==> src/sv/otsu_pkg.sv <==
`timescale 1ns / 1ps
// Shared types and constants for the Otsu threshold binarizer.
// No dependencies; used by every module of the block.
package otsu_pkg;

   localparam int BIN_COUNT = 256;
   localparam int GRAY_W    = 8;
   localparam int MEAN_W    = 24;   // Q8.16 class mean
   localparam int SQ_W      = 48;   // squared mean difference
   localparam int VAR_W     = 64;   // between-class variance
   localparam int VAR_SHIFT = 24;
   localparam int FIFO_DEPTH = 4;
   localparam int FIFO_PTR_W = 2;

   localparam logic [GRAY_W-1:0] LAST_BIN  = 8'hFF;
   localparam logic [GRAY_W-1:0] PIX_HIGH  = 8'hFF;
   localparam logic [GRAY_W-1:0] PIX_LOW   = 8'h00;
   localparam logic [MEAN_W-1:0] MEAN_MAX  = 24'hFFFFFF;

   localparam logic CMD_COLLECT  = 1'b0;
   localparam logic CMD_CLASSIFY = 1'b1;
   localparam logic KIND_THRESH  = 1'b0;
   localparam logic KIND_PIXEL   = 1'b1;

   typedef struct packed {
      logic              cmd;
      logic [GRAY_W-1:0] gray;
      logic              last;
   } item_type;

   // head of the front queue as seen by the back end
   typedef struct packed {
      logic     valid;
      item_type item;
   } head_type;

   // back end control returned to the front
   typedef struct packed {
      logic pop;
      logic init_done;
   } ctrl_type;

endpackage

==> src/sv/otsu_front.sv <==
`timescale 1ns / 1ps
// Front end: accepts request beats into a short queue for the back end.
// Depends on otsu_pkg.
module otsu_front
   import otsu_pkg::*;
(
   input  logic              clock,
   input  logic              reset,
   input  logic              req_valid,
   output logic              req_ready,
   input  logic              req_cmd,
   input  logic [GRAY_W-1:0] req_gray,
   input  logic              req_last,
   input  ctrl_type          ctrl,
   output head_type          head
);

   item_type                fifo_ff [FIFO_DEPTH];
   logic [FIFO_PTR_W-1:0]   wr_ptr_ff, wr_ptr_in;
   logic [FIFO_PTR_W-1:0]   rd_ptr_ff, rd_ptr_in;
   logic [FIFO_PTR_W:0]     cnt_ff, cnt_in;
   logic                    push;
   logic                    pop;

   // no beats taken while the histogram is being cleared after reset
   assign req_ready = (cnt_ff != FIFO_PTR_W'(0) + (FIFO_PTR_W+1)'(FIFO_DEPTH))
                      && ctrl.init_done;
   assign push = req_valid && req_ready;
   assign pop  = ctrl.pop && (cnt_ff != '0);

   assign head.valid = (cnt_ff != '0);
   assign head.item  = fifo_ff[rd_ptr_ff];

   always_comb begin
      wr_ptr_in = push ? wr_ptr_ff + FIFO_PTR_W'(1) : wr_ptr_ff;
      rd_ptr_in = pop  ? rd_ptr_ff + FIFO_PTR_W'(1) : rd_ptr_ff;
      cnt_in    = cnt_ff + (FIFO_PTR_W+1)'(push) - (FIFO_PTR_W+1)'(pop);
   end

   // pointers and fill count
   always_ff @(posedge clock) begin
      if (reset) begin
         wr_ptr_ff <= '0;
         rd_ptr_ff <= '0;
         cnt_ff    <= '0;
      end else begin
         wr_ptr_ff <= wr_ptr_in;
         rd_ptr_ff <= rd_ptr_in;
         cnt_ff    <= cnt_in;
      end
   end

   // queue storage
   always_ff @(posedge clock) begin
      if (push) begin
         fifo_ff[wr_ptr_ff] <= '{cmd: req_cmd, gray: req_gray, last: req_last};
      end
   end

endmodule

==> config.mk <==
export PLATFORM = sky130hd
export DESIGN_NAME = otsu_front
export DESIGN_NICKNAME = d
export VERILOG_FILES = /design/src/sv/otsu_pkg.sv /design/src/sv/otsu_front.sv
export SDC_FILE = /design/constraint.sdc
export NUM_CORES = 1
export LEC_CHECK = 0
export BUFFER_PORTS_ARGS = -buffer_cell sky130_fd_sc_hd__buf_2
export CAP_MARGIN = 20
export CORE_ASPECT_RATIO = 1.1
export CORE_UTILIZATION = 54
export DETAILED_ROUTE_END_ITERATION = 10
export GPL_ROUTABILITY_DRIVEN = 0
export PLACE_DENSITY_LB_ADDON = 0.12
export SLEW_MARGIN = 20
export SYNTH_ARGS = -nofsm -noshare
export SYNTH_HDL_FRONTEND = slang
export SYNTH_SLANG_ARGS = --single-unit
==> constraint.sdc <==
create_clock -name clock -period 2.47 [get_ports clock]
set_clock_uncertainty 0.05 [all_clocks]
set_input_delay 0.247 -clock clock [delete_from_list [all_inputs] [get_ports clock]]
set_output_delay 0.247 -clock clock [all_outputs]
set_load 0.03 [all_outputs]
# Yosys cells after proc, flatten, opt, wreduce, memory -nomap -nowiden
# Memories as Yosys holds them, arrays and structs flattened. A register that Yosys moved wholly into a read port is not among the register bits.
# Cells that the tools add are included.
[classes]
n_addsub = 4
eq_ne = 1
n_mux = 4
reduce_logical = 4
[ops]
columns = ["operator", "n"]
rows = [
  ["$add A2 B1 Y2 const B", 2],
  ["$mux W2", 2],
  ["$add A3 B1 Y3", 1],
  ["$logic_and A1 B1 Y1", 3],
  ["$ne A3 B3 Y1 const B", 1],
  ["$reduce_bool A3 Y1", 1],
  ["$sub A3 B1 Y3", 1],
  ["$mux W1", 2],
]
[totals]
ff_bits = 7
mem_bits_rw = 40
inputBits = 15
output_inout_bits = 12
wordCells = 17
memories = 1
[memory_table]
columns = ["name", "depth", "width", "read_ports", "rd_ports_with_merged_regs", "write_ports", "line_no", "text"]
rows = [
  ["fifo_ff", 4, 10, 1, 1, 1, "otsu_front.sv:18", "item_type fifo_ff [FIFO_DEPTH];"],
]

# Logic depth before layout (Yosys ltp)
# Gate-level depths: netlist of the first run.
[logic_depth]
ltp_word = 5
depth_mapped = 11
mapped_depth_nobuf = 11

# Worst setup path after synthesis of the first run
# OpenSTA, ideal clock, no wires.
[synth_path]
path_kind = "register -> register"
from = "register cnt_ff[1]"
to = "register cnt_ff[2]"
setup_ns = 0.073
arrival_time_ns = 2.018
required_time_ns = 2.347
path_slack_ns = 0.329
stages_incl_launch_ff = 12
n_path_buf = 0
period_less_slack_ns = 2.141
cell_sequence = "dfxtp_1 > nor2_2 > a21oi_4 > inv_1 > ha_1 > inv_1 > ha_1 > inv_1 > fa_1 > xor2_1 > and2_1 > nor3_2"
[synth_between]
elab_chain_cells = 5
elab_cells_between_ends = 7
cone_classes = "add/sub: 2; eq/ne: 1; reduce/logical: 4"
[synth_lines]
columns = ["item", "line_no", "text"]
rows = [
  ["start, declared", "otsu_front.sv:21", "logic [FIFO_PTR_W:0] cnt_ff, cnt_in;"],
  ["start signal, assigned", "otsu_front.sv:49", "cnt_ff <= cnt_in;"],
  ["$ne A3 B3 Y1", "otsu_front.sv:26", "assign req_ready = (cnt_ff != FIFO_PTR_W'(0) + (FIFO_PTR_W+1)'(FIFO_DEPTH))"],
  ["$logic_and A1 B1 Y1", "otsu_front.sv:27", "&& ctrl.init_done;"],
  ["$logic_and A1 B1 Y1", "otsu_front.sv:28", "assign push = req_valid && req_ready;"],
  ["$add A3 B1 Y3", "otsu_front.sv:37", "cnt_in = cnt_ff + (FIFO_PTR_W+1)'(push) - (FIFO_PTR_W+1)'(pop);"],
  ["$sub A3 B1 Y3 *", "otsu_front.sv:37", ""],
]
# Every way passes the cells marked *; elsewhere a longest branch is shown, timed or not.
# A chain may end at the register's enable or synchronous reset.

# Worst setup path in the final report of the first run
[layout_path]
from = "register cnt_ff[0]"
to = "register cnt_ff[2]"
# The elaborated chain is that of the path after synthesis.

==> results of run 1 <==
## logic make-up after synthesis
| kind of cell | Yosys count | synth area share [%] |
|---|---|---|
| AO/OA/AOI/OAI | 4 | 2.187 |
| XOR/XNOR | 3 | 1.737 |
| adder cells (fa/ha/maj) | 7 | 4.887 |
| buffers and inverters | 8 | 1.993 |
| flip-flops | 49 | 71.00 |
| multiplexers | 12 | 12.86 |
| AND/OR/NAND/NOR | 19 | 5.338 |
## worst reg2reg max path, delay by kind of cell (launching register included)
family | cells | cell delay, ns
buf+inv | 3 | 0.18
xor+xnor | 1 | 0.16
flops | 1 | 0.44
simple gates | 3 | 0.36
compound gates | 1 | 0.24
fa+ha+maj | 3 | 0.79
## metal layers
metal	vias to the layer above	share of wire [%]	wire [um]
li1	446	-	-
met1	446	39	1055
met2	24	54	1460
met3	7	3.9	106
met4	0	2.4	65
met5	-	0	0
## cell usage in the layout, fill, tap and decap left out, drive strengths merged
master    count
or3           1
inv           5
nor2          8
nand2         1
buf          27
mux2i         1
clkinv        2
mux4         10
fa            1
nor3          1
dfxtp         9
o311ai        1
ha            6
clkbuf        5
mux2          1
o31a          1
xor2          2
clkinvlp      1
nor2b         1
and2          5
edfxtp       40
a21oi         1
xnor2         1
a21boi        1
nand2b        2
## report_power, final
group / switching [mW] / internal, mW
sequential: 0.0639 / 0.968
clock: 0.232 / 0.108
combinational: 0.360 / 0.272
## worst paths after layout
check	startpoint	endpoint	slack [ns]	cells past startpoint
max	cnt_ff[0]	cnt_ff[2]	0.18	11
min	req_gray[4]	fifo_ff[2][5]	0.05	1
max reg2reg	cnt_ff[0]	cnt_ff[2]	0.18	11
min reg2reg	wr_ptr_ff[1]	wr_ptr_ff[1]	0.48	2
## layout make-up
| type | instances | area, sq um | share of cell area (%) |
|---|---|---|---|
| inverter | 5 | 18.77 | 0.8611 |
| clock inverter | 3 | 17.52 | 0.8037 |
| clock buffer | 5 | 37.54 | 1.722 |
| tap | 48 | 60.06 | 2.755 |
| multi-input combinational | 45 | 525.5 | 24.11 |
| timing repair buffer | 27 | 137.6 | 6.315 |
| sequential | 49 | 1383 | 63.43 |
## registers in the layout, indices dropped and copies added, names as in the netlist, named ones only
name	flops
cnt_ff	3
fifo_ff	40
rd_ptr_ff	2
wr_ptr_ff	2
==> impl_metrics.json, run 1 <==
{
  "grt_max_degree": 16,
  "clock_sinks": 49,
  "met2_usage_pct": 28.37,
  "synthTopCellsByCount": "edfxtp_1, mux4_2, dfxtp_1",
  "yosys-top-cells-area": "edfxtp_1, mux4_2, dfxtp_1",
  "finalHoldViolCount": 0,
  "final_antenna_net_count": 0,
  "slew_violations": 0,
  "wl_um": 2687,
  "clkLatencyLatePin_ns": 0.35,
  "finalNonFillerCells": 182,
  "power_density_mw_per_mm2": 919.3,
  "ir_drop_v": 0.0006807,
  "grt_antenna_before_repair": 0,
  "remaining_drc_errors": 0,
  "criticalPathCategory": "register to register",
  "grt_pass1_vias": 923,
  "top_usage_layer": "met2",
  "stdcell_area_sq_mm": 0.002180,
  "synth_area_per_cell_sq_um": 19.07,
  "final_nets": 155,
  "dpl_cell_area_sq_mm": 0.002123,
  "tns_ns": 0,
  "rsz0062_at_grt": "false",
  "viasPerCell": 5.071,
  "cts_buffers": 5,
  "cts_tree": "done",
  "use_met1_pct": 18.02,
  "ys_types": 25,
  "pre_cts_ws_ns": 0.1110,
  "first_pass_iters": 4,
  "cp.arrival_ns": 2.53,
  "syn_area_sq_mm": 0.001946,
  "layout_min_cycle_time_ns": 2.294,
  "cts_setup_buffers": 0,
  "worst-path-buf-inv": 3,
  "period_share_pct": 92.89,
  "holdBufCountCts": 0,
  "setup_viol": 0,
  "critPathMaxFanout": 7,
  "yosysMostFrequentCell": "edfxtp_1",
  "pin_count": 27,
  "grt.total_usage_pct": 16.67,
  "tightest_slew_ns": 0.5247,
  "min_path_type": "primary input to register",
  "fillers": 268,
  "htree_levels": 2,
  "status": "finished, final reports clean",
  "cap_violations": 0,
  "synth-seq-cells": 49,
  "total_power_mw": 2.004,
  "cpMostUsedCell": "inv_1",
  "portBuffers": 26,
  "synthFlopType": "edfxtp_1",
  "path_delay_family": "adder cells",
  "grt-ovfl-total": 0,
  "cpPeakStageDelay_ns": 0.44,
  "antenna_cells": 0,
  "yosys.area.top_type": "edfxtp_1",
  "dieHeight_um": 64.96,
  "cp-end-kind": "register",
  "fmax_mhz": 435.9,
  "core_sq_mm": 0.003386,
  "drive_above_1_share_pct": 39.55,
  "setup_ws_ns": 0.1757,
  "syn_nets": 124,
  "wire_per_inst_um": 14.76,
  "cp_data_required_time_ns": 2.70,
  "p_leak_nw": 0.7741,
  "num_rows": 22,
  "fin_util_pct": 64.38,
  "clk_pin_slew_ns": 0.13,
  "start_kind": "register",
  "cp_cell_sequence": "nor2_2 > a21oi_4 > inv_1 > ha_1 > inv_1 > ha_1 > inv_1 > fa_1 > xor2_1 > and2_1 > nor3_2",
  "dieArea_sq_mm": 0.003847,
  "drt-initial-drc-count": 37,
  "ys.warnings.count": 0,
  "vias": 923,
  "die_w_um": 59.23,
  "dp_hpwl_um": 1855,
  "start_util_pct": 57.46,
  "post-place-cells": 174,
  "synth-edff-count": 40,
  "postCtsResizedCells": 0,
  "hold_slack_ns": 0.05273,
  "async_reset_ff_share_pct": 0,
  "cts_root_buf": "clkbuf_4",
  "grt_use_met3_pct": 5.389,
  "synth_top_area_share_pct": 61.74,
  "cts.path.max_buffers": 2,
  "area_growth_pct": 12.03,
  "grt_pass1_wl_um": 4312,
  "slew_headroom_pct": 65.02,
  "yosysSeqAreaShare_pct": 71.00,
  "crit_slowest_cell": "dfxtp_1",
  "synth_cells": 102
}
Power figures use the tool's default switching activity.
==> run 2: changes to the inputs <==
Settings changed: REMOVE_ABC_BUFFERS set to 1.
==> impl_metrics.json, run 2 (synthesis gave the netlist of run 1 again) <==
{
  "status": "finished, final reports clean",
  "drt-initial-drc-count": 27,
  "post-place-cells": 174,
  "grt.total_usage_pct": 17.91,
  "first_pass_iters": 4,
  "cts_buffers": 5,
  "cp.arrival_ns": 2.53,
  "cts_root_buf": "clkbuf_4",
  "ir_drop_v": 0.0007158,
  "combPwrFrac_pct": 28.6,
  "setup_viol": 0,
  "critPathMaxFanout": 7,
  "p_leak_nw": 0.7983,
  "postCtsResizedCells": 0,
  "viasPerCell": 5.170,
  "min_path_type": "primary input to register",
  "cts_tree": "done",
  "dieArea_sq_mm": 0.003847,
  "clock_sinks": 49,
  "tightest_slew_ns": 0.5351,
  "tns_ns": 0,
  "fmax_mhz": 436.2,
  "remaining_drc_errors": 0,
  "layout_top_registers": "fifo_ff x40, cnt_ff x3",
  "setup_ws_ns": 0.1775,
  "slew_violations": 0,
  "grt-ovfl-total": 0,
  "dp_hpwl_um": 1986,
  "start_kind": "register",
  "num_rows": 22,
  "final_antenna_net_count": 0,
  "cp_cell_sequence": "nor2_2 > a21oi_4 > inv_1 > ha_1 > inv_1 > ha_1 > inv_1 > fa_1 > xor2_1 > and2_1 > nor3_2",
  "layout_min_cycle_time_ns": 2.293,
  "wire_per_inst_um": 16.20,
  "pin_count": 27,
  "crit_slowest_cell": "dfxtp_2",
  "clk_pin_slew_ns": 0.14,
  "power_density_mw_per_mm2": 998.6,
  "final_common_cell": "edfxtp_1",
  "criticalPathCategory": "register to register",
  "p_switching_uw": 667.0,
  "holdBufCountCts": 0,
  "cap_violations": 0,
  "vias": 941,
  "cpMostUsedCell": "inv_1",
  "total_power_mw": 2.224,
  "stdcell_area_sq_mm": 0.002227,
  "pre_cts_ws_ns": 0.1335,
  "period_share_pct": 92.82,
  "grt_antenna_before_repair": 0,
  "grt_pass1_vias": 954,
  "worst-path-buf-inv": 3,
  "drive_above_1_share_pct": 39.55,
  "cts.path.max_buffers": 2,
  "p_seq_share_pct": 46.9,
  "core_sq_mm": 0.003386,
  "layout_common_cells": "edfxtp_1, buf_2, mux4_2, dfxtp_1, nor2_1",
  "portBuffers": 26,
  "largest_reg_flops": 40,
  "final_nets": 155,
  "area_growth_pct": 14.47,
  "cp-end-kind": "register",
  "grt_pass1_wl_um": 4671,
  "cts_setup_buffers": 0,
  "fillers": 254,
  "finalHoldViolCount": 0,
  "cpPeakStageDelay_ns": 0.43,
  "regMostFlops": "fifo_ff",
  "p_sw_share_pct": 29.99,
  "cp_data_required_time_ns": 2.70,
  "antenna_cells": 0,
  "die_w_um": 59.23,
  "rsz0062_at_grt": "false",
  "wl_um": 2948,
  "start_util_pct": 57.46,
  "slew_headroom_pct": 64.33,
  "path_delay_family": "adder cells",
  "clkLatencyLatePin_ns": 0.34,
  "dieHeight_um": 64.96,
  "clkPwrFrac_pct": 24.5,
  "internal-power_mw": 1.557,
  "finalNonFillerCells": 182,
  "dpl_cell_area_sq_mm": 0.002123,
  "htree_levels": 2,
  "grt_max_degree": 16
}
==> run 2: changes by cell type in the layout (fill, tap and decap cells not counted), sizes merged <==
cell	previous run	this run
bufinv	0	2
clkinvlp	1	0
clkinv	2	1
==> run 2: path summary, 6_finish.rpt <==
check | start | endpoint | slack (ns) | cells after the start
min reg2reg | wr_ptr_ff[1] | wr_ptr_ff[1] | 0.47 | 2
min | req_gray[5] | fifo_ff[2][6] | 0.05 | 1
max reg2reg | cnt_ff[1] | cnt_ff[2] | 0.18 | 11
max | cnt_ff[1] | cnt_ff[2] | 0.18 | 11
==> run 2: layout make-up <==
type	count	area, sq um	area share, %
flip-flops and latches	49	1383	62.08
multi-input cells	45	525.5	23.60
repair buffers	27	137.6	6.180
clock inverters	3	65.06	2.921
well taps	48	60.06	2.697
clock buffers	5	37.54	1.685
inverters	5	18.77	0.8427
==> run 2: power by group through the flow <==
stage | sequential, mW | clock [mW] | combinational [mW]
2_1_floorplan | 1.07 | 0 | 0.459
3_3_place_gp | 1.06 | 0 | 0.621
3_5_place_dp | 1.06 | 0 | 0.638
4_1_cts | 1.04 | 0.558 | 0.646
5_1_grt | 1.05 | 0.595 | 0.691
6_report | 1.04 | 0.546 | 0.635
==> run 2: metal layers <==
layer	routed length [um]	vias up	GRT usage, %
met1	1209	460	21.37
met2	1582	30	30.76
met5	0	-	0
met4	38	0	6.250
met3	118	4	4.790
li1	-	447	-
==> run 2: stage by stage <==
step	hold WS [ns]	utilization [%]
floorplan	0.2637	-
global placement	0.4070	62.71
detailed placement	0.4140	62.71
CTS	0.03662	65.74
global route	0.02938	65.78
finish	0.05077	65.78
==> run 3: changes to the inputs <==
Settings changed: CORE_MARGIN set to 3.
==> impl_metrics.json, run 3 (synthesis gave the netlist of run 1 again) <==
{
  "status": "finished, final reports clean",
  "period_share_pct": 91.18,
  "finalHoldViolCount": 0,
  "min_path_type": "primary input to register",
  "grt_antenna_before_repair": 0,
  "start_util_pct": 57.46,
  "r2r_slack_ns": 0.22,
  "largest_reg_flops": 40,
  "slew_violations": 0,
  "regMostFlops": "fifo_ff",
  "p_seq_share_pct": 46.6,
  "cp-end-kind": "register",
  "cp_data_required_time_ns": 2.71,
  "layout_top_registers": "fifo_ff x40, cnt_ff x3",
  "holdBufCountCts": 0,
  "cts_buffers": 5,
  "cap_violations": 0,
  "num_rows": 22,
  "final_nets": 155,
  "drive_above_1_share_pct": 39.55,
  "grt-ovfl-total": 0,
  "fmax_mhz": 444.0,
  "multi_input_area_sq_um": 525.5,
  "p_leak_nw": 0.7983,
  "cp_cell_sequence": "nor2_2 > a21oi_4 > inv_1 > ha_1 > inv_1 > ha_1 > inv_1 > fa_1 > xor2_1 > and2_1 > nor3_2",
  "grt_pass1_wl_um": 4485,
  "grt_pass1_vias": 921,
  "cpMostUsedCell": "inv_1",
  "combPwrFrac_pct": 28.7,
  "cts_root_buf": "clkbuf_4",
  "first_pass_iters": 4,
  "critPathMaxFanout": 7,
  "remaining_drc_errors": 0,
  "viasPerCell": 5.236,
  "rsz0062_at_grt": "false",
  "cpPeakStageDelay_ns": 0.44,
  "fillers": 267,
  "internal-power_mw": 1.555,
  "final_antenna_net_count": 0,
  "p_switching_uw": 660.7,
  "cts_tree": "done",
  "cts.path.max_buffers": 2,
  "start_kind": "register",
  "setup_viol": 0,
  "tightest_slew_ns": 0.5355,
  "clkLatencyLatePin_ns": 0.35,
  "pre_cts_ws_ns": 0.1725,
  "ir_drop_v": 0.0006876,
  "antenna_cells": 0,
  "layout_min_cycle_time_ns": 2.252,
  "crit_slowest_cell": "dfxtp_1",
  "cp.arrival_ns": 2.49,
  "die_w_um": 63.23,
  "clkPwrFrac_pct": 24.7,
  "layout_common_cells": "edfxtp_1, buf_2, mux4_2, dfxtp_1, nor2_1",
  "clk_pin_slew_ns": 0.14,
  "power_density_mw_per_mm2": 994.8,
  "cp-startpoint": "cnt_ff[0]",
  "wl_um": 2756,
  "drt-initial-drc-count": 47,
  "criticalPathCategory": "register to register",
  "portBuffers": 26,
  "area_growth_pct": 14.47,
  "r2r.worst_path.cells": 11,
  "pin_count": 27,
  "wire_per_inst_um": 15.14,
  "total_power_mw": 2.216,
  "grt.total_usage_pct": 14.46,
  "p_sw_share_pct": 29.82,
  "htree_levels": 2,
  "clock_sinks": 49,
  "regToRegEndpoint": "cnt_ff[2]",
  "vias": 953,
  "slew_headroom_pct": 64.30,
  "crit_end": "cnt_ff[2]",
  "core_sq_mm": 0.003386,
  "setup_ws_ns": 0.2177,
  "dp_hpwl_um": 1889,
  "dieArea_sq_mm": 0.004360,
  "regToRegStartpoint": "cnt_ff[0]",
  "tns_ns": 0,
  "dieHeight_um": 68.96,
  "seqCellArea_sq_mm": 0.001383,
  "final_common_cell": "edfxtp_1",
  "worstHoldStart": "req_gray[7]",
  "grt_max_degree": 16
}
[run 3: repair_timing]
item | 4_1_cts | 5_1_grt
setup endpoints to repair | 0 | 1
gates resized for setup | 0 | 1
setup buffers | 0 | 0
[run 3: layout make-up]
cell class / count / area share (%)
clock inverter: 3 / 2.921
tap: 48 / 2.697
sequential: 49 / 62.08
clock buffer: 5 / 1.685
inverter: 5 / 0.8427
timing repair buffer: 27 / 6.180
multi-input combinational: 45 / 23.60
[run 3: layer usage]
layer	vias to the layer above	track usage (%)	wire, um
li1	453	-	-
met1	466	16.89	1155
met2	27	24.77	1390
met3	7	4.862	158
met4	0	6.469	51
met5	-	0	0
[run 3: power groups by stage]
stage          combinational, mW  clock [mW]  sequential (mW)
2_1_floorplan              0.459           0             1.07
3_3_place_gp               0.630           0             1.05
3_5_place_dp               0.642           0             1.05
4_1_cts                    0.645       0.560             1.03
5_1_grt                    0.695       0.585             1.04
6_report                   0.635       0.548             1.03
[run 3: critical path, delay by kind of cell (launching register included)]
family	cells	cell delay, ns
adder cells (fa/ha/maj)	3	0.80
buffers and inverters	3	0.17
XOR/XNOR	1	0.16
flip-flops	1	0.44
AO/OA/AOI/OAI	1	0.23
AND/OR/NAND/NOR	3	0.34
[run 3: worst min-delay path by stage]
stage	endpoint	cells past startpoint
after floorplan	cnt_ff[1]	1
after global placement	fifo_ff[0][7]	1
after detailed placement	fifo_ff[3][8]	1
after CTS	fifo_ff[2][2]	1
after global routing	fifo_ff[1][8]	1
final	fifo_ff[2][8]	1
[run 3: per-stage QoR]
stage               hold slack [ns]  util, %  instance area [sq um]  std cells
floorplan                    0.2637        -                   1926         99
global placement             0.4077    62.71                   2123        174
detailed placement           0.4151    62.71                   2123        174
CTS                         0.02776    65.74                   2226        182
global route                0.01254    65.78                   2227        182
finish                      0.03979    65.78                   2227        182
